[config.mk]
export PLATFORM = sky130hd
export DESIGN_NAME = bplp_stepper
export DESIGN_NICKNAME = d
export VERILOG_FILES = /design/src/hw/rtl/bplp_pkg.sv /design/src/hw/rtl/bplp_stepper.sv
export SDC_FILE = /design/constraint.sdc
export NUM_CORES = 1
export LEC_CHECK = 0
export ABC_CLOCK_PERIOD_IN_PS = 12700
export BUFFER_PORTS_ARGS = -buffer_cell sky130_fd_sc_hd__buf_2
export CAP_MARGIN = 20
export CORE_UTILIZATION = 66
export CTS_CLUSTER_SIZE = 20
export DETAILED_ROUTE_END_ITERATION = 8
export PLACE_DENSITY = 0.91
export SLEW_MARGIN = 15
export SYNTH_ARGS = -nofsm -noshare
export SYNTH_HDL_FRONTEND = slang
export SYNTH_SLANG_ARGS = --single-unit
[constraint.sdc]
create_clock -name clk -period 12.7 [get_ports clk]
set_input_delay 1.905 -clock clk [delete_from_list [all_inputs] [get_ports clk]]
set_output_delay 1.905 -clock clk [all_outputs]
set_load 0.05 [all_outputs]
[src/hw/rtl/bplp_pkg.sv]
// Shared types and constants for the pixel line plotter.
// Holds field widths, command and mode codes, the controller state type and
// the pixel struct passed from the line stepper to the top level.
package bplp_pkg;

  localparam int TEXT_COLUMNS_DEF = 40;
  localparam int TEXT_ROWS_DEF    = 25;

  localparam int COORD_W    = 8;
  localparam int CELL_IDX_W = 10;
  localparam int CELL_W     = 8;
  localparam int CNT_W      = 7;
  // Error terms stay within [-510, 510], so twelve signed bits leave room.
  localparam int ERR_W      = 12;
  // Pixel cell index: at most 39 + 24 * 64.
  localparam int PIX_IDX_W  = 11;
  // Wide enough to compare against any store depth up to 64 * 64.
  localparam int CMP_W      = 13;

  localparam logic signed [COORD_W-1:0] SCREEN_MAX_X = 8'sd79;
  localparam logic signed [COORD_W-1:0] SCREEN_MAX_Y = 8'sd49;

  localparam logic CMD_DRAW = 1'b0;
  localparam logic CMD_READ = 1'b1;

  localparam logic [1:0] MODE_SET    = 2'd0;
  localparam logic [1:0] MODE_CLEAR  = 2'd1;
  localparam logic [1:0] MODE_TOGGLE = 2'd2;
  localparam logic [1:0] MODE_KEEP   = 2'd3;

  typedef enum logic [2:0] {
    ST_CLEAR,
    ST_IDLE,
    ST_RD_DATA,
    ST_STEP,
    ST_MODIFY,
    ST_FINISH
  } state_t;

  typedef struct packed {
    logic signed [COORD_W-1:0] x;
    logic signed [COORD_W-1:0] y;
    logic                      last;
  } pix_t;

endpackage

[src/hw/rtl/bplp_stepper.sv]
// Bresenham line stepper: holds the walk state of one line and presents the
// current pixel. Depends on bplp_pkg for widths and the pixel struct.
module bplp_stepper (
  input  logic                               clk,
  input  logic                               load,
  input  logic                               advance,
  input  logic signed [bplp_pkg::COORD_W-1:0] start_x,
  input  logic signed [bplp_pkg::COORD_W-1:0] start_y,
  input  logic signed [bplp_pkg::COORD_W-1:0] end_x,
  input  logic signed [bplp_pkg::COORD_W-1:0] end_y,
  output bplp_pkg::pix_t                     pix
);

  localparam int CW = bplp_pkg::COORD_W;
  localparam int EW = bplp_pkg::ERR_W;

  logic signed [CW-1:0] x_r, y_r, xe_r, ye_r;
  logic signed [EW-1:0] err_r, dd2_r, d2min_r;
  logic                 sx_neg_r, sy_neg_r, xmajor_r;

  logic signed [CW:0]   ddx, ddy;
  logic [CW-1:0]        dx, dy;
  logic signed [EW-1:0] dx_e, dy_e, maj_e, min_e;
  logic                 xmajor;
  logic                 last;

  assign ddx = {end_x[CW-1], end_x} - {start_x[CW-1], start_x};
  assign ddy = {end_y[CW-1], end_y} - {start_y[CW-1], start_y};
  assign dx  = ddx[CW] ? CW'(-ddx) : ddx[CW-1:0];
  assign dy  = ddy[CW] ? CW'(-ddy) : ddy[CW-1:0];
  assign dx_e = {{(EW-CW){1'b0}}, dx};
  assign dy_e = {{(EW-CW){1'b0}}, dy};
  assign xmajor = (dx >= dy);
  assign maj_e  = xmajor ? dx_e : dy_e;
  assign min_e  = xmajor ? dy_e : dx_e;

  always_ff @(posedge clk) begin
    if (load) begin
      x_r      <= start_x;
      y_r      <= start_y;
      xe_r     <= end_x;
      ye_r     <= end_y;
      sx_neg_r <= ddx[CW];
      sy_neg_r <= ddy[CW];
      xmajor_r <= xmajor;
      err_r    <= maj_e - (min_e <<< 1);
      dd2_r    <= (maj_e <<< 1) - (min_e <<< 1);
      d2min_r  <= min_e <<< 1;
    end else if (advance) begin
      // The major axis moves every step; the minor one only when the error
      // term has gone negative.
      if (xmajor_r) begin
        x_r <= sx_neg_r ? x_r - CW'(1) : x_r + CW'(1);
        if (err_r[EW-1]) begin
          y_r <= sy_neg_r ? y_r - CW'(1) : y_r + CW'(1);
        end
      end else begin
        y_r <= sy_neg_r ? y_r - CW'(1) : y_r + CW'(1);
        if (err_r[EW-1]) begin
          x_r <= sx_neg_r ? x_r - CW'(1) : x_r + CW'(1);
        end
      end
      err_r <= err_r[EW-1] ? err_r + dd2_r : err_r - d2min_r;
    end
  end

  assign last     = xmajor_r ? (x_r == xe_r) : (y_r == ye_r);
  // The final pixel is always the end point itself.
  assign pix.x    = last ? xe_r : x_r;
  assign pix.y    = last ? ye_r : y_r;
  assign pix.last = last;

endmodule

======== Word level (Yosys, flattened, before mapping) ========
Cells that the tools add are included.
word-level totals
  register bits ........................... 70
  output and inout bits ................... 17
  logic and storage cells ................. 50
cells by class
  $add $sub $neg .......................... 12
  $lt $le $gt $ge ......................... 1
  equal/unequal tests ..................... 3
  mux-type cells .......................... 20
  reductions and logical operators ........ 4
operators with widths
  kind                                                                count
  8-bit 2-to-1 mux                                                    16
  12-bit 2-to-1 mux                                                   3
  8-bit by 8-bit subtractor with 9-bit output                         2
  8-bit by 2-bit adder with 8-bit output, second input constant       2
  8-bit == test                                                       2
  8-bit negator                                                       2
  8-bit by 2-bit subtractor with 8-bit output, second input constant  2
  12-bit adder                                                        1
  12-bit subtractor                                                   1
  8-bit by 9-bit subtractor with 10-bit output                        1
  9-bit by 9-bit subtractor with 10-bit output                        1
  8-bit greater-or-equal comparator                                   1
  2-bit AND reduction                                                 2
  3-bit != test, second input constant                                1
  3-bit nonzero test                                                  1
  2-bit nonzero test                                                  1
  1-bit 2-to-1 mux                                                    1

======== Logic depth before layout (Yosys ltp) ========
  word-level depth ........................ 7
  depth in mapped cells ................... 35

======== Worst setup path after synthesis ========
OpenSTA, ideal clock, no wires.
  path kind ............................... input-to-reg
  start ................................... input port end_y[0] in the netlist's numbering
  end ..................................... register err_r[8] (data pin)
  arrival time ............................ 7078 ps
  slack ................................... 5353 ps
  cell stages on the path ................. 32
  path buffers ............................ 2
  path through ............................ inv_1 > ha_1 > fa_1 > nand2b_1 > a211oi_1 > o31a_1 > or2_2 > clkbuf_1 > nor2_1 > xnor2_1 > inv_1 > ha_1 > o21ai_0 > nand2b_1 > a21oi_1 > o21ai_0 > a21oi_2 > a21o_4 > inv_4 > clkbuf_1 > nor2_1 > a21oi_1 > ha_1 > a21oi_1 > o21ai_0 > and2_1 > o21ai_0 > nand2b_1 > a21o_1 > a21oi_1 > xnor2_1 > a21oi_1
between the ends
  word-level cells in the longest chain between the ends .. 7
ends and longest elaborated chain
  item                                            RTL line                                RTL
  start: declaration                              bplp_stepper.sv:10                      input logic signed [bplp_pkg::COORD_W-1:0] end_y,
  8-bit by 8-bit subtractor with 9-bit output *   bplp_stepper.sv:28                      assign ddy = {end_y[CW-1], end_y} - {start_y[CW-1], start_y};
  8-bit negator                                   bplp_stepper.sv:30                      assign dy = ddy[CW] ? CW'(-ddy) : ddy[CW-1:0];
  8-bit 2-to-1 mux *                              bplp_stepper.sv:30
  8-bit greater-or-equal comparator *             bplp_stepper.sv:33                      assign xmajor = (dx >= dy);
  net xmajor                                      bplp_stepper.sv:24                      logic xmajor;
  8-bit 2-to-1 mux (on tied branches)             bplp_stepper.sv:34, bplp_stepper.sv:35
  8-bit by 9-bit subtractor with 10-bit output *  bplp_stepper.sv:46                      err_r <= maj_e - (min_e <<< 1);
  12-bit 2-to-1 mux *                             bplp_stepper.sv:38                      if (load) begin
  end signal: assignment                          bplp_stepper.sv:46
  end signal: assignment                          bplp_stepper.sv:63                      err_r <= err_r[EW-1] ? err_r + dd2_r : err_r - d2min_r;
  end: declaration                                bplp_stepper.sv:18                      logic signed [EW-1:0] err_r, dd2_r, d2min_r;
The timed path passes the listed nets; every way through them passes the cells marked *.
A chain may end at the register's enable or synchronous reset.

======== Worst setup path in the final report ========
  start ................................... input port start_y[0] in the netlist's numbering
  end ..................................... register err_r[9] (data pin)
between the ends
  word-level cells in the longest chain between the ends .. 7
ends and longest elaborated chain
  item                                            RTL line            RTL
  start: declaration                              bplp_stepper.sv:8   input logic signed [bplp_pkg::COORD_W-1:0] start_y,
  8-bit by 8-bit subtractor with 9-bit output *   bplp_stepper.sv:28
  8-bit negator                                   bplp_stepper.sv:30
  8-bit 2-to-1 mux *                              bplp_stepper.sv:30
  8-bit greater-or-equal comparator               bplp_stepper.sv:33
  8-bit 2-to-1 mux *                              bplp_stepper.sv:35  assign min_e = xmajor ? dy_e : dx_e;
  net min_e[0]                                    bplp_stepper.sv:23  logic signed [EW-1:0] dx_e, dy_e, maj_e, min_e;
  8-bit by 9-bit subtractor with 10-bit output *  bplp_stepper.sv:46
  12-bit 2-to-1 mux *                             bplp_stepper.sv:38
Marked as above.

==> results.py <==
metrics = {
    "sta": {
        "setup_violations": 0,
        "drv_slew": 0,
        "hold_viol_final": 0,
        "rsz0062_at_grt": "no",
        "clock_skew_ns": 0.00680,
        "tightest_slew_ns": 0.864,
        "whs_ns": 0.680,
        "relSlewSlack": 0.424,
        "tns_ns": 0,
        "finalCritPeriodShare": 0.614,
        "period_needed_ns": 7.79,
        "fin_ws_ns": 4.91,
        "fmax_mhz": 128,
    },
    "global_routing": {
        "grt_overflow": 0,
        "grt_start_max_net_pins": 81,
        "grt_first_pass_wirelength_um": 22600,
        "grt_pass1_vias": 4861,
        "grt_usage": 0.324,
        "antenna_found_initial": 0,
    },
    "cells_and_area": {
        "postLayoutCoreUtil": 0.754,
        "final_nets": 776,
        "fin_cells": 789,
        "drive_gt1_frac": 0.143,
        "stdcell_area_sq_um": 6290,
        "area_growth_pct": 8.89,
        "n_antenna_cell": 0,
    },
    "critical_path": {
        "cp_common_cell": "a21oi_1",
        "critPathMaxFanout": 22,
        "cpMaxStageDelayCell": "a211oi_1",
        "crit_type": "in -> reg",
        "worst-path-buf-inv": 5,
        "critical-path-top-delay-family": "compound AO/OA/AOI/OAI gates",
        "slowest_delay_ns": 0.45,
        "cp_data_required_time_ns": 12.87,
        "cp.arrival_ns": 7.97,
        "start_kind": "input pin",
        "crit_path_end_kind": "flop",
    },
    "power": {
        "switching_share": 0.472,
        "power_frac_comb": 0.661,
        "power_leakage_nw": 2.76,
        "peakVddDrop_uv": 119,
        "powerDensity_nw_per_um2": 273,
        "power.switching_mw": 0.809,
        "clockPowerShare": 0.100,
        "internal_power_mw": 0.904,
        "total_power_mw": 1.71,
        "seq_power_share": 0.239,
    },
    "logic_synthesis": {
        "synth_ff_type": "edfxtp_1",
        "ys_async_sr_fraction": 0,
        "synth_commonest_cells": "edfxtp_1 (63), inv_1 (61), ha_1 (56)",
        "yosys_warnings": 0,
        "yosys-top-cells-area": "edfxtp_1 (33%), ha_1 (12%), xnor2_1 (6.2%)",
        "ys_seq_area_frac": 0.328,
        "synth_most_common_cell": "edfxtp_1",
        "syn_inst": 632,
        "netlist.area_leader.share": 0.328,
        "syn_area_sq_um": 5770,
        "ys_ff_latch": 63,
        "syn_avg_cell_area_sq_um": 9.13,
        "synth_top_area_cell": "edfxtp_1",
        "synth_edf_count": 63,
        "synth.distinct_cells": 66,
        "synth_nets": 729,
    },
    "floorplan": {
        "core_sq_um": 8340,
        "fp.dieW_um": 95.5,
        "fp.dieH_um": 95.5,
        "die_area_sq_um": 9130,
        "pin_count": 52,
        "start_util": 0.692,
        "std_cell_rows": 33,
    },
    "clock_network": {
        "ctsHtreeMaxLevel": 3,
        "root_buffer": "clkbuf_8",
        "clk_pin_slew_worst_paths_ns": 0.07,
        "cts_resized": 0,
        "cts_hold_buf": 0,
        "cts_buffers": 9,
        "tritoncts": "built",
        "cts_sinks": 63,
        "postCtsSetupBuffers": 0,
        "worstSkewPairLatency_ns": 0.35,
        "clockBufferDepth": 2,
    },
    "detailed_routing": {
        "vias": 4838,
        "first_pass_iters": 5,
        "drt_iter0_drc": 296,
        "viasPerCell": 6.13,
        "wirelength_um": 13600,
        "drc": 0,
        "ant_nets": 0,
        "wl_per_cell_um": 17.3,
    },
    "placement": {
        "dp.cells": 773,
        "place_ws_ns": 4.64,
        "io_buffers": 51,
        "dp_hpwl_um": 10500,
        "gp_congestion": 0.866,
        "placed_cell_area_sq_um": 6110,
    },
    "outcome": {
        "status": "complete, no violations",
    },
    "hold_path": {
        "hp-class": "reg -> reg",
    },
    "job": {
        "cap_violations": 0,
    },
}
[registers in the layout, indices dropped and copies added (netlist names)]
register,flops
xe_r,8
sy_neg_r,1
d2min_r,8
x_r,8
xmajor_r,1
sx_neg_r,1
err_r,11
dd2_r,9
ye_r,8
y_r,8
[final cells by class]
type / instances / area [sq um]
fillers: 604 / 2050
flip-flops and latches: 63 / 1890
clock inverters: 5 / 48.8
well taps: 105 / 131
repair buffers: 53 / 270
inverters: 63 / 239
multi-input cells: 489 / 3570
clock buffers: 11 / 131
[power by group through the flow]
| stage | logic [mW] | clock network [mW] | registers (mW) |
|---|---|---|---|
| 6_report | 1.13 | 0.172 | 0.409 |
| 3_5_place_dp | 1.11 | 0 | 0.413 |
| 2_1_floorplan | 0.881 | 0 | 0.388 |
| 4_1_cts | 1.12 | 0.171 | 0.409 |
| 3_3_place_gp | 1.04 | 0 | 0.405 |
| 5_1_grt | 1.25 | 0.182 | 0.418 |
[path summary, 6_finish.rpt]
check	cells past startpoint	end	from	slack, ns
worst max-delay path	32	err_r[9]	start_y[0]	4.91
worst min-delay path	1	y_r[0]	y_r[0]	0.68
worst max register to register	15	err_r[11]	err_r[11]	9.04
worst min register to register	1	y_r[0]	y_r[0]	0.68
[routing by layer]
metal	track usage	vias up	part of all wire
li1	-	2337	-
met1	0.397	2296	0.43
met2	0.572	174	0.50
met3	0.0494	31	0.055
met4	0.124	0	0.023
met5	0	-	0
[cells in the final DEF (no fill, tap or decap), types with 8 or more instances in the layout]
| cell | synthesis | routed |
|---|---|---|
| mux2i_1 | 8 | 8 |
| clkbuf_8 | 0 | 9 |
| ha_1 | 56 | 56 |
| buf_2 | 1 | 51 |
| mux2_2 | 16 | 16 |
| o21bai_1 | 9 | 9 |
| a21o_1 | 8 | 8 |
| nand2b_1 | 11 | 11 |
| nor2_1 | 48 | 48 |
| nor2b_1 | 8 | 8 |
| inv_1 | 61 | 61 |
| xor2_1 | 30 | 30 |
| o21ai_0 | 54 | 54 |
| a21oi_1 | 48 | 48 |
| nand2_1 | 50 | 50 |
| edfxtp_1 | 63 | 63 |
| xnor2_1 | 41 | 41 |
[logic make-up (layout without fill, tap and decap cells)]
kind of cell,count (synthesis),count (layout),synth area share
compound gates,163,163,0.178
xor+xnor,73,73,0.114
fa+ha+maj,62,62,0.142
buf+inv,80,132,0.0533
flops,63,63,0.328
mux,24,24,0.0451
simple gates,167,167,0.140
Power figures use the tool's default switching activity.
